--- config.mk ---
export PLATFORM = sky130hd
export DESIGN_NAME = slos_ctrl
export DESIGN_NICKNAME = d
export VERILOG_FILES = /design/src/sv/slos_pkg.sv /design/src/sv/slos_ctrl.sv
export SDC_FILE = /design/constraint.sdc
export NUM_CORES = 1
export LEC_CHECK = 0
export ABC_AREA = 1
export ABC_CLOCK_PERIOD_IN_PS = 1630
export BUFFER_PORTS_ARGS = -buffer_cell sky130_fd_sc_hd__buf_2
export CAP_MARGIN = 25
export CORE_AREA = 2 2 39 41
export DETAILED_ROUTE_END_ITERATION = 8
export DIE_AREA = 0 0 41 43
export PLACE_DENSITY = 0.38
export SLEW_MARGIN = 20
export SYNTH_ARGS = -nofsm -noshare
export SYNTH_HDL_FRONTEND = slang
export SYNTH_SLANG_ARGS = --single-unit
--- constraint.sdc ---
create_clock -name i_clk -period 1.63 [get_ports i_clk]
set_input_delay 0.4075 -clock i_clk [delete_from_list [all_inputs] [get_ports i_clk]]
set_output_delay 0.4075 -clock i_clk [all_outputs]
set_load 0.02 [all_outputs]
--- src/sv/slos_pkg.sv ---
// ----------------------------------------------------------------------------
// slos_pkg: shared definitions for the skew line occupancy score block
// Geometry limits, field widths, codes and the control structs that pass
// between the controller and the datapath.
// ----------------------------------------------------------------------------
`default_nettype none

package slos_pkg;

    localparam int MAX_WIDTH  = 1024;
    localparam int MAX_HEIGHT = 1024;
    localparam int MAP_DEPTH  = MAX_WIDTH * MAX_HEIGHT;

    localparam int X_BITS    = $clog2(MAX_WIDTH);
    localparam int Y_BITS    = $clog2(MAX_HEIGHT);
    localparam int ADDR_BITS = $clog2(MAP_DEPTH);

    localparam int GEOM_BITS  = 11;
    localparam int GRAY_BITS  = 8;
    localparam int COORD_BITS = 10;
    localparam int TILT_BITS  = 11;
    localparam int COUNT_BITS = 11;
    localparam int ERR_BITS   = GEOM_BITS + 2;

    localparam int CFG_IDX_BITS  = 2;
    localparam int CFG_DATA_BITS = 11;

    localparam logic [CFG_IDX_BITS-1:0] CFG_IMAGE_WIDTH     = 2'd0;
    localparam logic [CFG_IDX_BITS-1:0] CFG_IMAGE_HEIGHT    = 2'd1;
    localparam logic [CFG_IDX_BITS-1:0] CFG_BLACK_THRESHOLD = 2'd2;

    localparam logic [GEOM_BITS-1:0] WIDTH_RESET     = 11'd1024;
    localparam logic [GEOM_BITS-1:0] HEIGHT_RESET    = 11'd1024;
    localparam logic [GRAY_BITS-1:0] THRESHOLD_RESET = 8'd128;

    localparam logic FUNC_LOAD  = 1'b0;
    localparam logic FUNC_SCORE = 1'b1;

    typedef struct packed {
        logic wr_pixel;
        logic start;
        logic step;
        logic load_out;
    } t_dp_cmd;

    typedef struct packed {
        logic geom_empty;
        logic last_issue;
        logic pipe_busy;
        logic out_free;
    } t_dp_status;

endpackage

`default_nettype wire

--- src/sv/slos_ctrl.sv ---
// ----------------------------------------------------------------------------
// slos_ctrl: sequencer for loads and score scans
// Accepts words, starts a scan, waits for the read pipeline to drain and
// hands the count to the output register.
// ----------------------------------------------------------------------------
`default_nettype none

module slos_ctrl (
    input  wire logic                i_clk,
    input  wire logic                i_rst_n,
    input  wire logic                i_in_valid,
    input  wire logic                i_func,
    output logic                     o_in_ready,
    input  wire slos_pkg::t_dp_status i_status,
    output slos_pkg::t_dp_cmd        o_cmd
);
    import slos_pkg::*;

    typedef enum logic [1:0] {
        ST_IDLE,
        ST_SCAN,
        ST_DRAIN,
        ST_FINISH
    } t_state;

    t_state r_state;
    t_state n_state;

    always_comb begin
        n_state  = r_state;
        o_cmd    = '0;
        unique case (r_state)
            ST_IDLE: begin
                if (i_in_valid) begin
                    if (i_func == FUNC_SCORE) begin
                        o_cmd.start = 1'b1;
                        n_state = i_status.geom_empty ? ST_FINISH : ST_SCAN;
                    end else begin
                        o_cmd.wr_pixel = 1'b1;
                    end
                end
            end
            ST_SCAN: begin
                o_cmd.step = 1'b1;
                if (i_status.last_issue) begin
                    n_state = ST_DRAIN;
                end
            end
            ST_DRAIN: begin
                if (!i_status.pipe_busy) begin
                    n_state = ST_FINISH;
                end
            end
            ST_FINISH: begin
                if (i_status.out_free) begin
                    o_cmd.load_out = 1'b1;
                    n_state = ST_IDLE;
                end
            end
            default: n_state = ST_IDLE;
        endcase
    end

    assign o_in_ready = (r_state == ST_IDLE);

    always_ff @(posedge i_clk) begin
        if (!i_rst_n) begin
            r_state <= ST_IDLE;
        end else begin
            r_state <= n_state;
        end
    end
endmodule

`default_nettype wire

After elaboration in Yosys (flattened, before gate mapping):

Cells that the tools add are included.

* flip-flop bits (word level): 2
* word-level logic and storage cells: 25
* bits of input ports: 8
* output and inout port bits: 5

* reductions and logical operators: 2
* muxes and demuxes: 14
* equality and inequality tests: 8

Operators with widths (number)
* 2-bit two-way mux: 8
* 2-bit != test (second input constant): 5
* 2-bit one-hot mux with 4 select lines: 1
* 1-bit two-way mux: 5
* 5-bit AND reduction: 1
* 2-bit equality test (second input constant): 2
* 2-bit by 1-bit equality test with 1-bit output (second input constant): 1
* 2-bit logical NOT: 1

Depth between registers and ports, before layout:

Gate-level depths: netlist of the first run.

* depth after elaboration: 4
* depth in mapped cells: 8
* gate-level depth less buffers: 8

Worst setup path before layout of the first run:

OpenSTA, ideal clock, no wires.

* kind: flip-flop to output port
* from: reg r_state[0]
* to: out o_cmd[2] (netlist name)
* slack: -0.043 ns
* required time: 1.222 ns
* buffers on the path: 0
* stages on the path, launching flop included: 5
* arrival: 1.266 ns
* path through: dfxtp_1 inv_1 ha_1 inv_2 nor3_1

RTL lines
* from (decl): RTL line slos_ctrl.sv:26 `t_state r_state;`
* from (signal assigned): RTL line slos_ctrl.sv:70 `r_state <= n_state;`
* to (decl): RTL line slos_ctrl.sv:15 `output slos_pkg::t_dp_cmd o_cmd`

==> impl_results.md, run 1 <==
- Status: complete, no violations
- Clock sink count: 2
- R2r startpoint: r_state[0]$_SDFFE_PN0P_
- P&R area growth vs syn: 53.23%
- Min-delay src: i_rst_n
- PD cells: around 1800 mW/mm²
- Initial antenna violation count: 0
- Initial Util: ~17%
- Synth Area in Adders: between 20% and 30%
- Synth Register Bits: 2
- Die width: between 40 and 50 µm
- Min cycle time layout: approximately 1500 ps
- Max_cap viols: 0
- Dpl hpwl: about 430 µm
- Post-synth EDFFs: 0
- Max FFs per register: 2
- Die Y: between 40 and 50 µm
- CTS tree: built
- Synth cell types: 11
- Vias in the first global route: 222
- Mean Syn Cell Area: 5.967 µm²
- Placed cell areas: ~310 µm²
- GRT overflow: 0
- RSZ-0062 raised after global routing: no
- Cell Rows: 14
- Critical path launch point: r_state[0]$_SDFFE_PN0P_
- # H-tree levels: 1
- Worst-Margin Slew: about 170 ps
- Sequential Area: between 40 and 50 µm²
- Maximum clock frequency: roughly 0.65 GHz
- Gpl congestion: between 0.6 and 0.7
- CP Buf/Inv Count: 3
- Mux cell area share after synthesis: 0%
- Top flop regs: r_state: 2 flops
- Clock buffer depth: 2
- Nature of the critical path endpoint: primary output
- Detailed-route DRC error count: 0
- First-pass GRT wire length: between 700 and 800 µm
- Syn nets: 51
- Via density: 3.690
- Synth top area cells: ha_1, dfxtp_1, inv_1, nand2_1, nor2_1
- CTS clk-pin slew, worst paths: about 30 ps
- Largest net degree at the start of global routing: 5
- WP data arrival: 1140 ps
- Syn. warnings: 0
- Finished Cell Area: between 300 and 400 µm²
- Core area: 0.001384 mm²
- Critical path startpoint category: flip-flop
- Crit-path leading delay family: flip-flops
- Footprint of the multi-input gates: 167.7 µm²
- Top_reg_cell synth: dfxtp_1
- Count of hold buffers inserted by post-cts repair: 0
- Crit Path Category: flip-flop to primary output
- IO Pins: 13
- CP cell instances: inv_2, ha_4, inv_2, nor3_1, buf_2
- Fin cells: between 70 and 80
- Full die area: roughly 0.0018 mm²
- Initial DRC Count: 5
- # diodes: 0
- Post-route ant nets: 0
- PortBufs: 12
- Simple-gate share of the synthesized area: around two fifths
- Tcrit/Tclk final: a little over nine tenths
- Compound-Gate Fraction of Synth Area: 3.763%
- Gate Count Post-Synth: 39
- Async SR Flop Fraction: 0%
- Layout filler cell count: around 160
- Avg WL per Cell: about 7.2 µm
- Critical path required time: around 1200 ps
- Synth cell count leaders: inv_1, nand2_1, nor2_1
- Overall Global Routing Usage: 6.814%
- Largest family of logic cells by synthesized area: simple AND/OR/NAND/NOR gates
- Final setup fails: 0
- Root Driver: clkbuf_4
- Share of layout cells above drive strength 1: a little over two fifths
- HP Class: input port to flip-flop
- Highest net fanout along the worst path: 4
- Placed Instances: 67
- CP most frequent cell: inv_2
- Worst rel slew slack: just under 90%
- Drt first pass iters: 3
- Worst vdd ir: between 0.4 and 0.5 mV
- Nets: between 60 and 70
- Clock Skew: about 1.5 ps
- Max stage delay on crit path: 340 ps
- Slowest CP cell: dfxtp_1
- Slew Viols, Final: 0
- Via count: roughly 260
- Tot Pwr: between 0.6 and 0.7 mW
- CTS Buf Count: 3
- Post-synth top area cell: ha_1
- Final Hold Vio Count: 0
- Synth top area share: ~22%
- Cell Area, Synth: roughly 230 µm²
- Sequential area share after synthesis: ~17%
- Largest Register: r_state
- Clock latency at the later pin of the worst-skew pair: ~220 ps
- LEAKAGE: 0.2222 nW
- Post-Synth XOR/XNOR Area: 0%
- WL final: 509 µm
[layout make-up]
| type | count | share of cell area, % |
|---|---|---|
| clock buffers | 3 | 6.316 |
| inverters | 10 | 10.53 |
| multi-input cells | 27 | 47.02 |
| flip-flops and latches | 2 | 11.58 |
| well taps | 16 | 5.614 |
| repair buffers | 13 | 18.95 |
[cell usage in the layout (no fill, tap or decap)]
cell type and count:
ha_1 3, nand3_1 3, clkbuf_4 3, dfxtp_2 1, and2_0 1, buf_2 12
inv_2 3, buf_4 1, nor3_1 2, nand2_1 9, nor2_1 5, nor2_2 2
inv_1 7, ha_4 1, dfxtp_1 1, a21oi_2 1
[layer usage]
metal | GRT usage (%) | vias up | wire length [µm]
met3 | 3.141 | 0 | 45
met2 | 8.125 | 9 | 205
li1 | - | 149 | -
met5 | 0 | - | 0
met1 | 8.626 | 104 | 259
met4 | 6.000 | 0 | 0
[worst paths after layout]
kind	to	slack [ps]	cells after the start
worst min-delay path	r_state[1]$_SDFFE_PN0P_	420	3
worst max register to register	r_state[1]$_SDFFE_PN0P_	260	9
worst min register to register	r_state[1]$_SDFFE_PN0P_	530	2
worst max-delay path	o_cmd[3]	90	5
[report_power, final]
part           switching, mW  internal [mW]  total (mW)  leakage [nW]
clock network         0.0285         0.0812       0.110        0.0138
registers             0.0281         0.0755       0.104        0.0169
logic                  0.249          0.178       0.427         0.191
total                  0.305          0.335       0.640         0.222
[worst reg2reg max path: cells and delay by family, from the launching register on]
| family | cells | cell delay, ps |
|---|---|---|
| fa+ha+maj | 1 | 210 |
| buf+inv | 2 | 200 |
| flops | 1 | 390 |
| simple gates | 6 | 460 |
[cell families (layout without fill, tap and decap cells)]
group | count (synthesis) | count (layout)
flops | 2 | 2
buf+inv | 10 | 26
simple gates | 22 | 22
fa+ha+maj | 4 | 4
compound gates | 1 | 1
[through the flow]
stage	hold WS (ps)	setup TNS (ps)	utilization, %	setup WS, ps
floorplan	519.1	-86.10	-	-43.05
global placement	553.6	0	22.60	214.0
finish	424.2	0	25.77	87.50
global route	428.4	0	25.77	0.2954
CTS	425.0	0	25.14	21.75
detailed placement	548.6	0	22.60	212.7
[what timing repair did]
| action | in CTS | in global routing |
|---|---|---|
| resized for setup | 2 | 3 |
| endpoints found under the hold margin | 0 | 0 |
| pin swaps | 1 | 0 |
| buffers inserted | 0 | 1 |
| setup endpoints to repair | 2 | 2 |
Power figures use the tool's default switching activity.
==> run 2, diff against run 1 <==
--- a/config.mk
+++ b/config.mk
@@ -9,11 +9,12 @@
 export ABC_CLOCK_PERIOD_IN_PS = 1630
 export BUFFER_PORTS_ARGS = -buffer_cell sky130_fd_sc_hd__buf_2
 export CAP_MARGIN = 25
-export CORE_AREA = 2 2 39 41
+export CORE_AREA = 5 5 42 44
 export DETAILED_ROUTE_END_ITERATION = 8
-export DIE_AREA = 0 0 41 43
+export DIE_AREA = 0 0 47 49
 export PLACE_DENSITY = 0.38
 export SLEW_MARGIN = 20
 export SYNTH_ARGS = -nofsm -noshare
 export SYNTH_HDL_FRONTEND = slang
 export SYNTH_SLANG_ARGS = --single-unit
+export TNS_END_PERCENT = 10
==> impl_results.md, run 2 (same netlist as run 1, synthesis figures left out) <==
- Cell Rows: 14
- Nets: between 60 and 70
- Clock latency at the later pin of the worst-skew pair: approximately 220 ps
- CP cell instances: inv_2, ha_4, inv_2, nor3_1, buf_2
- Maximum clock frequency: around 0.64 GHz
- Commonest non-fill, non-tap cells in the layout: buf_2, nand2_1, inv_1
- Via density: around 3.8
- Vias in the first global route: 259
- Worst reg2reg path depth: 8
- Busiest grt layer: met2
- WP data arrival: 1140 ps
- Dpl hpwl: around 460 µm
- Min cycle time layout: ~1600 ps
- WL final: 569 µm
- Top flop regs: r_state: 2 flops
- Gpl congestion: roughly 0.73
- Sequential Area: approximately 43 µm²
- Slowest CP cell: dfxtp_2
- Avg WL per Cell: about 8.1 µm
- Critical path startpoint category: flip-flop
- Core area: roughly 0.0014 mm²
- PD cells: around 1800 mW/mm²
- PortBufs: 12
- Crit-path leading delay family: flip-flops
- Fin util: 25.54%
- Detailed-route DRC error count: 0
- Max stage delay on crit path: 330 ps
- GRT overflow: 0
- Worst r2r dst: r_state[0]$_SDFFE_PN0P_
- Grt met1 use: 4.803%
- Count of hold buffers inserted by post-cts repair: 0
- Via count: roughly 260
- Initial antenna violation count: 0
- Overall Global Routing Usage: 5.552%
- # H-tree levels: 1
- Die width: ~47 µm
- Post-CTS Setup Bufs: 0
- Nature of the critical path endpoint: primary output
- M2 GR Usage: a little under a tenth
- CP Buf/Inv Count: 3
- Slew Viols, Final: 0
- Worst-Margin Slew: around 160 ps
- Clock buffer depth: 2
- P&R area growth vs syn: 53.76%
- Drt first pass iters: 2
- # diodes: 0
- Full die area: approximately 0.0023 mm²
- Share of layout cells above drive strength 1: about 46%
- Final Hold Vio Count: 0
- Clock sink count: 2
- Finished Cell Area: 357.8 µm²
- WHS: about 430 ps
- Commonest non-fill, non-tap cell in the layout: buf_2
- Max_cap viols: 0
- Root Driver: clkbuf_4
- Min-delay src: i_rst_n
- Status: complete, no violations
- Largest net degree at the start of global routing: 5
- Hold depth: 3
- Initial DRC Count: 2
- Placed cell areas: about 310 µm²
- Critical path required time: 1220 ps
- Die Y: 49 µm
- LEAKAGE: around 0.22 nW
- Crit Path Category: flip-flop to primary output
- Flop2flop setup slack: between 400 and 500 ps
- Tcrit/Tclk final: a little over nine tenths
- Clock Skew: 3.676 ps
- Max FFs per register: 2
- Layout filler cell count: between 150 and 200
- CTS Buf Count: 3
- Met3 usage: 2.214%
- Largest Register: r_state
- CTS tree: built
- CP most frequent cell: inv_2
- Worst hold endpoint: r_state[1]$_SDFFE_PN0P_
- Worst vdd ir: between 0.6 and 0.7 mV
- Final setup fails: 0
- First-pass GRT wire length: 897 µm
- CTS clk-pin slew, worst paths: 30 ps
- Worst rel slew slack: between 80% and 90%
- IO Pins: 13
- HP Class: input port to flip-flop
- Highest net fanout along the worst path: 4
- Footprint of the multi-input gates: approximately 170 µm²
- Post-route ant nets: 0
- Initial Util: 16.61%
- R2r startpoint: r_state[0]$_SDFFE_PN0P_
run 2: cell types whose count changed in the layout (fill, tap and decap cells not counted):
cell / before / now
buf_2: 12 / 11
dfxtp_1: 1 / 0
dfxtp_2: 1 / 2
nor3_1: 2 / 1
nor3_2: 0 / 1
run 2: through the flow:
step	setup WS (ps)	TNS, ps	total power [mW]	instances
2_1_floorplan	-43.05	-86.10	0.3915	39
3_3_place_gp	199.3	0	0.4967	67
3_5_place_dp	211.4	0	0.4826	67
4_1_cts	27.84	0	0.6335	70
5_1_grt	-10.87	-10.87	0.7235	70
6_report	79.02	0	0.6434	70
run 2: routing by layer:
| layer | vias up | share of wire (%) |
|---|---|---|
| met1 | 114 | 37 |
| met2 | 3 | 61 |
| met4 | 0 | 0 |
| li1 | 147 | - |
| met3 | 0 | 1.4 |
| met5 | - | 0 |
run 2: cell type report:
type                       count  share of cell area [%]
tap                           16                   5.594
sequential                     2                   11.89
multi-input combinational     27                   48.25
timing repair buffer          12                   17.48
inverter                      10                   10.49
clock buffer                   3                   6.294
run 2: worst max path at each step:
stage	slack (ps)	endpoint	cells after the start	startpoint
2_1_floorplan	-40	o_cmd[2]	4	r_state[0]$_SDFFE_PN0P_
3_3_place_gp	200	o_cmd[2]	5	r_state[0]$_SDFFE_PN0P_
5_1_grt	-10	o_cmd[2]	5	r_state[1]$_SDFFE_PN0P_
4_1_cts	30	o_cmd[3]	5	r_state[0]$_SDFFE_PN0P_
3_5_place_dp	210	o_cmd[3]	5	r_state[0]$_SDFFE_PN0P_
6_report	80	o_cmd[2]	5	r_state[1]$_SDFFE_PN0P_
run 2: report_power, final:
part           internal (mW)  switching (mW)
clock network         0.0810          0.0260
registers             0.0781          0.0272
logic                  0.175           0.256
run 2: worst register-to-register path: cells and delay by family, from the launching register on:
kind,cells,cell delay (ps)
adders and majority gates,1,200
DFF,1,350
buffers and inverters,1,60
and+or+nand+nor,6,480
run 2: timing repair:
item                       in CTS  in global routing
setup endpoints to repair       2                  2
pin swaps                       1                  0
resized for setup               2                  6
